[src/design/rdq_pkg.sv]
// ----------------------------------------------------------------------------
// Reversible deque engine package
// Shared types, codes and default sizes for the deque controller and datapath.
// ----------------------------------------------------------------------------
package rdq_pkg;

  localparam int RdqDepth      = 64;
  localparam int RdqValueWidth = 16;

  localparam int KindW   = 3;
  localparam int ValueW  = 16;
  localparam int StatusW = 2;
  localparam int ElemW   = 16;

  typedef enum logic [KindW-1:0] {
    KIND_CLEAR  = 3'd0,
    KIND_LOAD   = 3'd1,
    KIND_TOGGLE = 3'd2,
    KIND_DELETE = 3'd3,
    KIND_DRAIN  = 3'd4
  } kind_e;

  typedef enum logic [StatusW-1:0] {
    STAT_ELEM  = 2'd0,
    STAT_EMPTY = 2'd1,
    STAT_ERR   = 2'd2,
    STAT_OVF   = 2'd3
  } status_e;

  typedef enum logic [3:0] {
    OP_NONE,
    OP_CLEAR,
    OP_LOAD,
    OP_SET_OVF,
    OP_TOGGLE,
    OP_DELETE,
    OP_SET_ERR,
    OP_EMIT_ERR,
    OP_EMIT_OVF,
    OP_EMIT_EMPTY,
    OP_DRAIN_FIRST,
    OP_DRAIN_NEXT
  } dp_op_e;

  typedef enum logic {
    S_IDLE,
    S_DRAIN
  } state_e;

  typedef struct packed {
    logic [KindW-1:0]  kind;
    logic [ValueW-1:0] value;
  } in_item_t;

  typedef struct packed {
    logic [StatusW-1:0] status;
    logic [ElemW-1:0]   element;
    logic               last;
  } res_item_t;

  typedef struct packed {
    dp_op_e op;
  } dp_cmd_t;

  typedef struct packed {
    logic empty;
    logic full;
    logic single;
    logic err;
    logic ovf;
    logic rem_one;
  } dp_status_t;

endpackage

[src/design/rdq_ctrl.sv]
// ----------------------------------------------------------------------------
// Reversible deque controller
// Decodes accepted commands against the queue status and sequences drains.
// ----------------------------------------------------------------------------
module rdq_ctrl import rdq_pkg::*; (
  input  logic             clk_i,
  input  logic             rst_ni,
  input  logic             start_i,
  input  logic [KindW-1:0] kind_i,
  input  dp_status_t       stat_i,
  output dp_cmd_t          cmd_o,
  output logic             busy_o
);

  state_e state_q, state_d;
  logic   accept;

  assign accept = start_i && (state_q == S_IDLE);

  always_comb begin
    state_d = state_q;
    case (state_q)
      S_IDLE: begin
        if (accept && (kind_i == KIND_DRAIN) && !stat_i.err && !stat_i.ovf &&
            !stat_i.empty && !stat_i.single) begin
          state_d = S_DRAIN;
        end
      end
      S_DRAIN: begin
        if (stat_i.rem_one) begin
          state_d = S_IDLE;
        end
      end
      default: state_d = S_IDLE;
    endcase
  end

  always_comb begin
    cmd_o.op = OP_NONE;
    case (state_q)
      S_IDLE: begin
        if (accept) begin
          case (kind_i)
            KIND_CLEAR:  cmd_o.op = OP_CLEAR;
            KIND_LOAD:   cmd_o.op = stat_i.err  ? OP_NONE :
                                    stat_i.full ? OP_SET_OVF : OP_LOAD;
            KIND_TOGGLE: cmd_o.op = stat_i.err ? OP_NONE : OP_TOGGLE;
            KIND_DELETE: cmd_o.op = stat_i.err   ? OP_NONE :
                                    stat_i.empty ? OP_SET_ERR : OP_DELETE;
            KIND_DRAIN:  cmd_o.op = stat_i.err   ? OP_EMIT_ERR :
                                    stat_i.ovf   ? OP_EMIT_OVF :
                                    stat_i.empty ? OP_EMIT_EMPTY : OP_DRAIN_FIRST;
            default:     cmd_o.op = OP_NONE;
          endcase
        end
      end
      S_DRAIN: cmd_o.op = OP_DRAIN_NEXT;
      default: cmd_o.op = OP_NONE;
    endcase
  end

  assign busy_o = (state_q == S_DRAIN);

  always_ff @(posedge clk_i or negedge rst_ni) begin
    if (!rst_ni) begin
      state_q <= S_IDLE;
    end else begin
      state_q <= state_d;
    end
  end

endmodule

[src/design/rdq_datapath.sv]
// ----------------------------------------------------------------------------
// Reversible deque datapath
// Element memory, ring pointers, sticky flags, drain walker and result register.
// ----------------------------------------------------------------------------
module rdq_datapath import rdq_pkg::*; #(
  parameter int DEPTH       = RdqDepth,
  parameter int VALUE_WIDTH = RdqValueWidth
) (
  input  logic              clk_i,
  input  logic              rst_ni,
  input  dp_cmd_t           cmd_i,
  input  logic [ValueW-1:0] value_i,
  output dp_status_t        stat_o,
  output logic              res_valid_o,
  output res_item_t         res_o
);

  localparam int AW = $clog2(DEPTH);
  localparam int CW = $clog2(DEPTH + 1);
  localparam logic [AW:0]   DepthW   = (AW + 1)'(DEPTH);
  localparam logic [AW-1:0] LastSlot = AW'(DEPTH - 1);
  localparam logic [CW-1:0] FullCnt  = CW'(DEPTH);
  localparam logic [CW-1:0] OneCnt   = CW'(1);

  logic [VALUE_WIDTH-1:0] mem_q [DEPTH];
  logic [VALUE_WIDTH-1:0] rd_q;

  logic [AW-1:0] head_q, head_d;
  logic [CW-1:0] count_q, count_d;
  logic          rev_q, rev_d, err_q, err_d, ovf_q, ovf_d;
  logic [AW-1:0] ptr_q, ptr_d;
  logic [CW-1:0] rem_q, rem_d;
  logic          res_valid_q, res_valid_d;
  logic [StatusW-1:0] res_status_q, res_status_d;
  logic          res_last_q, res_last_d;

  logic                   rd_en, wr_en;
  logic [AW-1:0]          rd_addr, wr_addr, first_slot;
  logic [VALUE_WIDTH-1:0] wr_data;

  function automatic logic [AW-1:0] wrap_add(logic [AW-1:0] base, logic [AW-1:0] off);
    logic [AW:0] sum;
    sum = {1'b0, base} + {1'b0, off};
    if (sum >= DepthW) begin
      sum = sum - DepthW;
    end
    return sum[AW-1:0];
  endfunction

  function automatic logic [AW-1:0] inc_slot(logic [AW-1:0] p);
    return (p == LastSlot) ? '0 : p + 1'b1;
  endfunction

  function automatic logic [AW-1:0] dec_slot(logic [AW-1:0] p);
    return (p == '0) ? LastSlot : p - 1'b1;
  endfunction

  assign wr_data    = VALUE_WIDTH'(value_i);
  assign wr_addr    = rev_q ? dec_slot(head_q) : wrap_add(head_q, AW'(count_q));
  assign first_slot = rev_q ? wrap_add(head_q, AW'(count_q - OneCnt)) : head_q;

  always_comb begin
    head_d       = head_q;
    count_d      = count_q;
    rev_d        = rev_q;
    err_d        = err_q;
    ovf_d        = ovf_q;
    ptr_d        = ptr_q;
    rem_d        = rem_q;
    res_valid_d  = 1'b0;
    res_status_d = res_status_q;
    res_last_d   = res_last_q;
    rd_en        = 1'b0;
    rd_addr      = ptr_q;
    wr_en        = 1'b0;
    case (cmd_i.op)
      OP_CLEAR: begin
        head_d  = '0;
        count_d = '0;
        rev_d   = 1'b0;
        err_d   = 1'b0;
        ovf_d   = 1'b0;
      end
      OP_LOAD: begin
        wr_en   = 1'b1;
        count_d = count_q + OneCnt;
        if (rev_q) begin
          head_d = dec_slot(head_q);
        end
      end
      OP_SET_OVF: ovf_d = 1'b1;
      OP_TOGGLE:  rev_d = !rev_q;
      OP_DELETE: begin
        count_d = count_q - OneCnt;
        if (!rev_q) begin
          head_d = inc_slot(head_q);
        end
      end
      OP_SET_ERR: err_d = 1'b1;
      OP_EMIT_ERR: begin
        res_valid_d  = 1'b1;
        res_status_d = STAT_ERR;
        res_last_d   = 1'b1;
      end
      OP_EMIT_OVF: begin
        res_valid_d  = 1'b1;
        res_status_d = STAT_OVF;
        res_last_d   = 1'b1;
        head_d       = '0;
        count_d      = '0;
      end
      OP_EMIT_EMPTY: begin
        res_valid_d  = 1'b1;
        res_status_d = STAT_EMPTY;
        res_last_d   = 1'b1;
        head_d       = '0;
        count_d      = '0;
      end
      OP_DRAIN_FIRST: begin
        rd_en        = 1'b1;
        rd_addr      = first_slot;
        ptr_d        = rev_q ? dec_slot(first_slot) : inc_slot(first_slot);
        rem_d        = count_q - OneCnt;
        res_valid_d  = 1'b1;
        res_status_d = STAT_ELEM;
        res_last_d   = (count_q == OneCnt);
        if (count_q == OneCnt) begin
          head_d  = '0;
          count_d = '0;
        end
      end
      OP_DRAIN_NEXT: begin
        rd_en        = 1'b1;
        rd_addr      = ptr_q;
        ptr_d        = rev_q ? dec_slot(ptr_q) : inc_slot(ptr_q);
        rem_d        = rem_q - OneCnt;
        res_valid_d  = 1'b1;
        res_status_d = STAT_ELEM;
        res_last_d   = (rem_q == OneCnt);
        if (rem_q == OneCnt) begin
          head_d  = '0;
          count_d = '0;
        end
      end
      default: ;
    endcase
  end

  always_ff @(posedge clk_i) begin
    if (wr_en) begin
      mem_q[wr_addr] <= wr_data;
    end
    if (rd_en) begin
      rd_q <= mem_q[rd_addr];
    end
  end

  always_ff @(posedge clk_i or negedge rst_ni) begin
    if (!rst_ni) begin
      head_q       <= '0;
      count_q      <= '0;
      rev_q        <= 1'b0;
      err_q        <= 1'b0;
      ovf_q        <= 1'b0;
      ptr_q        <= '0;
      rem_q        <= '0;
      res_valid_q  <= 1'b0;
      res_status_q <= STAT_ELEM;
      res_last_q   <= 1'b0;
    end else begin
      head_q       <= head_d;
      count_q      <= count_d;
      rev_q        <= rev_d;
      err_q        <= err_d;
      ovf_q        <= ovf_d;
      ptr_q        <= ptr_d;
      rem_q        <= rem_d;
      res_valid_q  <= res_valid_d;
      res_status_q <= res_status_d;
      res_last_q   <= res_last_d;
    end
  end

  assign stat_o.empty   = (count_q == '0);
  assign stat_o.full    = (count_q == FullCnt);
  assign stat_o.single  = (count_q == OneCnt);
  assign stat_o.err     = err_q;
  assign stat_o.ovf     = ovf_q;
  assign stat_o.rem_one = (rem_q == OneCnt);

  assign res_valid_o    = res_valid_q;
  assign res_o.status   = res_status_q;
  assign res_o.element  = (res_status_q == STAT_ELEM) ? ElemW'(rd_q) : '0;
  assign res_o.last     = res_last_q;

endmodule

[src/design/reversible_deque_engine.sv]
// ----------------------------------------------------------------------------
// Reversible deque engine
// Ring-buffer double-ended queue with a lazy reverse flag and sticky flags.
// ----------------------------------------------------------------------------
// Clear, load, toggle and delete may follow back to back.
// A drain result appears in the cycle after acceptance; a drain of more than one
// element holds busy while it yields one element per cycle through the single
// read port of the element memory. Results cannot be stalled.
// Reset clears pointers, count and flags at once; the element memory is not cleared.
module reversible_deque_engine import rdq_pkg::*; #(
  parameter int DEPTH       = RdqDepth,
  parameter int VALUE_WIDTH = RdqValueWidth
) (
  input  logic      clk_i,
  input  logic      rst_ni,
  input  logic      start,
  output logic      busy,
  input  in_item_t  cmd_i,
  output logic      res_valid_o,
  output res_item_t res_o
);

  dp_cmd_t    dp_cmd;
  dp_status_t dp_stat;

  rdq_ctrl u_ctrl (
    .clk_i  (clk_i),
    .rst_ni (rst_ni),
    .start_i(start),
    .kind_i (cmd_i.kind),
    .stat_i (dp_stat),
    .cmd_o  (dp_cmd),
    .busy_o (busy)
  );

  rdq_datapath #(
    .DEPTH      (DEPTH),
    .VALUE_WIDTH(VALUE_WIDTH)
  ) u_datapath (
    .clk_i      (clk_i),
    .rst_ni     (rst_ni),
    .cmd_i      (dp_cmd),
    .value_i    (cmd_i.value),
    .stat_o     (dp_stat),
    .res_valid_o(res_valid_o),
    .res_o      (res_o)
  );

  // Every accepted drain yields a result transfer in the following cycle.
  assert property (@(posedge clk_i) disable iff (!rst_ni)
    (start && !busy && (cmd_i.kind == KIND_DRAIN)) |=> res_valid_o)
    else $error("drain accepted without a result");

  // While a drain runs, a result is delivered in every following cycle.
  assert property (@(posedge clk_i) disable iff (!rst_ni)
    busy |=> res_valid_o)
    else $error("drain gap in result stream");

  // The final result of a drain coincides with the engine being free again.
  assert property (@(posedge clk_i) disable iff (!rst_ni)
    (res_valid_o && res_o.last) |-> !busy)
    else $error("busy after last result");

  // Status results are single and carry no element.
  assert property (@(posedge clk_i) disable iff (!rst_ni)
    (res_valid_o && (res_o.status != STAT_ELEM)) |-> (res_o.last && (res_o.element == '0)))
    else $error("malformed status result");

endmodule
[config.mk]
export PLATFORM = sky130hd
export DESIGN_NAME = reversible_deque_engine
export DESIGN_NICKNAME = d
export VERILOG_FILES = /design/src/design/rdq_pkg.sv /design/src/design/rdq_ctrl.sv /design/src/design/rdq_datapath.sv /design/src/design/reversible_deque_engine.sv
export SDC_FILE = /design/constraint.sdc
export NUM_CORES = 1
export LEC_CHECK = 0
export BUFFER_PORTS_ARGS = -buffer_cell sky130_fd_sc_hd__buf_2
export CORE_UTILIZATION = 39
export DETAILED_ROUTE_END_ITERATION = 16
export GPL_ROUTABILITY_DRIVEN = 0
export GPL_TIMING_DRIVEN = 0
export HOLD_SLACK_MARGIN = 0.1
export PLACE_DENSITY = 0.56
export SLEW_MARGIN = 20
export SYNTH_ARGS = -nofsm -noshare
export SYNTH_HDL_FRONTEND = slang
export SYNTH_SLANG_ARGS = --single-unit
export TNS_END_PERCENT = 30
[constraint.sdc]
create_clock -name clk_i -period 5.6 [get_ports clk_i]
set_input_delay 0.28 -clock clk_i [delete_from_list [all_inputs] [get_ports clk_i]]
set_output_delay 0.28 -clock clk_i [all_outputs]
set_load 0.005 [all_outputs]
==> results.cfg, run 1 <==
[outcome]
status = completed

[logic_synthesis]
async_flop_share_pct = 3.17
ys.warnings.count = 0
synth_area_leaders = edfxtp_1 (69%), mux2i_1 (5.8%), nand2_1 (2.8%)
ys_seq_area_share_pct = 70.7
postSynthAreaPerCell_um2 = 14.3
synth_top_area_cell = edfxtp_1
syn_nets = 3219
synth_seq_cells = 1074
synth_edf_count = 1040
synth_ff_type = edfxtp_1
syn_area_mm2 = 0.0454
synth.top_cell.area_share_pct = 68.9
netlist_instances = 3170
post_synth_num_cell_types = 82

[floorplan]
coreArea_mm2 = 0.115
fp.dieH_um = 343
die_area_mm2 = 0.118
start_util_pct = 39.5
rows = 124
die_w_um = 343
io_pins = 43

[clock_network]
clkSinkCount = 1074
clk_pin_slew_ns = 0.06
cts_tree = yes
root_buffer = clkbuf_16
cts_buffers = 111
clk_latency_ns = 0.73
clockBufferDepth = 3
ctsHtreeMaxLevel = 3

[global_routing]
grt_max_degree = 65
antenna_found_initial = 7
grt_overflow_total = 0
grt_pass1_vias = 28100
grt_pass1_wl_um = 207000
grt_usage_pct = 24.6

[layout]
layout-drive-gt1-share_pct = 14.1
final_util_pct = 45.7
final_common_cell = edfxtp_1
syn_to_final_growth_pct = 15.8
fin_nets = 3456
stdcell_count = 5003
n_antenna_cell = 0
layout_common_cells = edfxtp_1 (1040), nand2_1 (337), mux2i_1 (263)

[sta]
setup_viol = 0
relSlewSlack_pct = 14.1
fmax_mhz = 183
min_period_ns = 5.48
fin_skew_ns = 0.0376
worstMarginPinSlew_ns = 1.28
finalHoldViolCount = 0
fin_crit_sh_pct = 97.8
fin_tns_setup_ns = 0
maxSlewViolCount = 0
rsz0062_at_grt = true

[hold_path]
hold_class = primary input to flop
hold-path-cell-count = 1

[worst_setup_path]
arrival_ns = 5.90
ff2ff_path_depth = 15
path_class = flop to flop
crit_fanout = 10
critPathRequiredTime_ns = 6.02
cp-start-kind = flop
endpoint_kind = flop

[drt]
routed_wl_um = 147000
drc = 0
routedWlPerCell_um = 29.3
dr.pass1.iters = 5
ant_nets = 0
num_vias = 30000
via_per_inst = 5.99
drt_iter0_drc = 4062

[run]
cap_violations = 0

[power_and_ir_drop]
p_leak_nw = 18.0
ir_drop_v = 0.000268
power_density_mw_per_mm2 = 414
p_total_w = 0.0217

[place]
dp_hpwl_um = 101000
port_buffers = 42
dpl.cell_count = 4794
-- where the power goes --
part	internal (W)	switching [W]
combinational	0.00173	0.00381
sequential	0.00894	0.0000511
clock	0.00408	0.00311
-- synthesized netlist by cell type, drive strengths merged, types with 11 or more instances --
library cell / number
edfxtp: 1040
nand2: 337
mux2i: 265
nor2: 132
a21oi: 115
clkbuf: 115
buf: 113
inv: 107
nor3: 107
o211ai: 91
o221ai: 78
a221oi: 62
o21ai: 60
nand4: 59
nand3: 55
a32oi: 51
o22ai: 35
dfrtp: 34
ha: 25
and2: 21
or4: 20
xnor2: 17
nor4: 16
mux2: 15
o2111ai: 14
a211o: 12
and3: 12
a311oi: 11
o22a: 11
-- routing by layer --
layer / share of wire, % / global-route usage (%)
met1: 42 / 35.1
met2: 44 / 36.4
met3: 10 / 5.19
met4: 4.1 / 10.0
met5: 0.032 / 0
-- through the flow --
step | hold WS [ns] | instance area, um^2 | setup slack [ns]
2_1_floorplan | -0.0156 | 45400 | 1.44
3_3_place_gp | 0.450 | 47500 | -0.694
3_5_place_dp | 0.451 | 48700 | -0.650
4_1_cts | 0.179 | 52400 | 0.00953
5_1_grt | 0.185 | 52500 | -0.0425
6_report | 0.172 | 52500 | 0.124
-- layout make-up --
cell class,instances,area (um^2)
clock inverters,51,498
plain buffers,225,1090
clock buffers,146,2970
well taps,1512,1890
flip-flops and latches,1074,32100
multi-input cells,1760,12100
fillers,10200,62300
repair buffers,127,1430
inverters,108,405
-- path summary, 6_finish.rpt --
check	from	to	slack, ns
worst max-delay path	u_datapath.count_q[1]$_DFFE_PN0P_	u_datapath.rd_q[7]$_DFFE_PP_	0.12
worst min-delay path	cmd_i[0]	u_datapath.mem_q[48][0]$_DFFE_PP_	0.17
worst max register to register	u_datapath.count_q[1]$_DFFE_PN0P_	u_datapath.rd_q[7]$_DFFE_PP_	0.12
worst min register to register	u_datapath.res_last_q$_DFFE_PN0P_	u_datapath.res_last_q$_DFFE_PN0P_	0.51
max in group asynchronous	rst_ni	u_datapath.ptr_q[0]$_DFFE_PN0P_	4.82
min in group asynchronous	rst_ni	u_datapath.head_q[0]$_DFFE_PN0P_	0.24
-- flip-flops by register name, indices dropped and copies added, names as in the netlist --
name / count
u_datapath.count_q: 7
u_datapath.err_q: 1
u_datapath.res_last_q: 1
u_datapath.ovf_q: 1
u_datapath.rem_q: 7
u_datapath.mem_q: 1024
u_datapath.rev_q: 1
u_datapath.res_status_q: 2
u_datapath.res_valid_o: 1
u_datapath.ptr_q: 6
u_datapath.rd_q: 16
u_ctrl.busy_o: 1
u_datapath.head_q: 6
-- critical path: stages, from the launching register on --
cell and delay (ns):
dfrtp_1 0.49, inv_1 0.22, ha_1 0.25, inv_1 0.08, or3_1 0.36, xnor2_1 0.33
ha_1 0.34, and4_1 0.17, or3_1 0.35, clkbuf_1 0.24, a21oi_2 0.50, buf_8 0.22
buf_1 0.59, mux2i_1 0.40, a22oi_1 0.47, nand4_1 0.18
-- cells by family (layout without fill, tap and decap cells) --
kind of cell / after synthesis / count (layout) / share of synthesized area (%)
buffers and inverters: 336 / 657 / 3.28
AND/OR/NAND/NOR: 796 / 796 / 8.09
flip-flops: 1074 / 1074 / 70.7
adder cells (fa/ha/maj): 27 / 27 / 0.778
XOR/XNOR: 24 / 24 / 0.463
AO/OA/AOI/OAI: 633 / 633 / 10.4
multiplexers: 280 / 280 / 6.26
-- timing repair --
item	4_1_cts	5_1_grt
endpoints found under the setup margin	16	16
cloned	0	0
endpoints found under the hold margin	243	0
buffers inserted	0	2
gates resized for setup	21	30
hold buffers	13	0
Note: power is estimated with default switching activity, not from simulation.
==> inputs of run 2 (changes only) <==
--- a/config.mk
+++ b/config.mk
@@ -12,6 +12,7 @@
 export GPL_TIMING_DRIVEN = 0
 export HOLD_SLACK_MARGIN = 0.1
 export PLACE_DENSITY = 0.56
+export REMOVE_ABC_BUFFERS = 1
 export SLEW_MARGIN = 20
 export SYNTH_ARGS = -nofsm -noshare
 export SYNTH_HDL_FRONTEND = slang
==> run 2 against run 1 <==
  * Clock skew is 0.011 ns lower
  * Die area stayed put
  * Clock power is 3.6% lower
  * Largest cell class unchanged
  * Critical path depth is 3 lower
  * Combinational power is 2% lower
  * Core utilization is 0.30 points higher
  * Design area is 0.66% higher
==> results.cfg, run 2 (same netlist as run 1, synthesis figures left out) <==
[outcome]
status = completed

[drt]
num_vias = 27900
top_layer = met4
routed_wl_um = 126000
ant_nets = 0
drt_iter0_drc = 2635
dr_wl_met3_um = 8120
via_per_inst = 5.76
routed-wl-met2_um = 57300
met1_length_um = 56600
drc = 0
routedWlPerCell_um = 25.9
dr.pass1.iters = 5

[global_routing]
grt_usage_pct = 21.3
grt_max_degree = 65
grt_pass1_wl_um = 186000
grt_overflow_total = 0
antenna_found_initial = 1
grt_pass1_vias = 26900

[sta]
relSlewSlack_pct = 25.3
finalHoldViolCount = 0
fin_crit_sh_pct = 96.4
worstMarginPinSlew_ns = 1.12
fmax_mhz = 185
rsz0062_at_grt = false
fin_tns_setup_ns = 0
holdWs_ns = 0.156
fin_skew_ns = 0.0267
setup_viol = 0
maxSlewViolCount = 0
setup_ws_ns = 0.204
min_period_ns = 5.40

[layout]
largest_reg_flops = 1024
fin_nets = 3298
syn_to_final_growth_pct = 16.5
layout-drive-gt1-share_pct = 14.0
layout_common_cells = edfxtp_1 (1040), nand2_1 (336), mux2i_1 (262)
n_antenna_cell = 0
stdcell_count = 4849
reg.largest.list = u_datapath.mem_q: 1024 flops, u_datapath.rd_q: 16 flops
max_flop_register = u_datapath.mem_q
final_common_cell = edfxtp_1

[floorplan]
io_pins = 43
die_area_mm2 = 0.118
coreArea_mm2 = 0.115
rows = 124
die_w_um = 343
fp.dieH_um = 343
start_util_pct = 39.5

[power_and_ir_drop]
p_total_w = 0.0214
ir_drop_v = 0.000294
power_density_mw_per_mm2 = 404
p_leak_nw = 18.1

[worst_setup_path]
cp-startpoint = u_datapath.count_q[3]$_DFFE_PN0P_
r2r-start = u_datapath.count_q[3]$_DFFE_PN0P_
arrival_ns = 5.80
cp-start-kind = flop
endpoint_kind = flop
critPathRequiredTime_ns = 6.01
path_class = flop to flop
crit_fanout = 47

[clock_network]
clk_pin_slew_ns = 0.06
cts_tree = yes
cts_buffers = 109
clockBufferDepth = 3
clk_latency_ns = 0.70
ctsHtreeMaxLevel = 3
root_buffer = clkbuf_16
clkSinkCount = 1074

[run]
cap_violations = 0

[hold_path]
min_from = cmd_i[4]
hold_class = primary input to flop

[place]
place_ws_ns = -0.805
dpl.cell_count = 4643
port_buffers = 42
dp_hpwl_um = 80000
run 2: changes by cell type in the layout (fill, tap and decap cells not counted), sizes merged:
cell	change
bufinv	-2
dlygate4sd3	-10
inv	+5
clkbuf	-121
clkinv	+7
buf	-33
run 2: where the power goes:
group | internal, W | switching [W]
registers | 0.00894 | 0.0000873
logic | 0.00196 | 0.00345
clock network | 0.00388 | 0.00305
total | 0.0148 | 0.00659
run 2: metal layers:
| layer | track usage, % | vias to the layer above |
|---|---|---|
| met5 | 0 | - |
| met4 | 6.93 | 0 |
| met3 | 3.27 | 176 |
| met2 | 33.1 | 937 |
| met1 | 30.7 | 14200 |
| li1 | - | 12600 |
run 2: path summary, 6_finish.rpt:
kind,endpoint,slack (ns),cells past startpoint
max,u_datapath.rd_q[11]$_DFFE_PP_,0.20,12
min,u_datapath.mem_q[6][4]$_DFFE_PP_,0.16,1
max reg2reg,u_datapath.rd_q[11]$_DFFE_PP_,0.20,12
min reg2reg,u_datapath.res_last_q$_DFFE_PN0P_,0.50,1
max in group asynchronous,u_datapath.ptr_q[0]$_DFFE_PN0P_,4.66,2
min in group asynchronous,u_datapath.ptr_q[0]$_DFFE_PN0P_,0.31,2
run 2: repair_timing:
action                                  4_1_cts  5_1_grt
pin swaps                                     1        0
setup buffers                                 1        2
hold buffers                                  3        0
endpoints found under the setup margin       16        8
gates resized for setup                       5        5
endpoints found under the hold margin        61        0
run 2: stage by stage:
step / cell area, um^2 / utilization, %
5_1_grt: 52900 / 46.0
6_report: 52900 / 46.0
2_1_floorplan: 44300 / -
4_1_cts: 52800 / 46.0
3_5_place_dp: 49400 / 43.0
3_3_place_gp: 46400 / 40.4
run 2: area by class of cell:
class,count,area [um^2]
Timing Repair Buffer,196,3000
Sequential cell,1074,32100
Clock inverter,61,493
Clock buffer,138,2860
Multi-Input combinational cell,1760,12100
Inverter,108,405
Fill cell,10000,62000
Tap cell,1512,1890
run 2: worst max-delay path: stages, from the launching register on:
cell and delay, ns:
dfrtp_1 0.54, or4_1 0.72, nand2_1 0.18, ha_1 0.26
o21ai_0 0.12, nor2_1 0.12, o31ai_4 0.55, o31a_4 0.61
buf_16 0.30, nor3_1 0.09, or4_1 0.55, a22o_1 0.38
or4_1 0.54
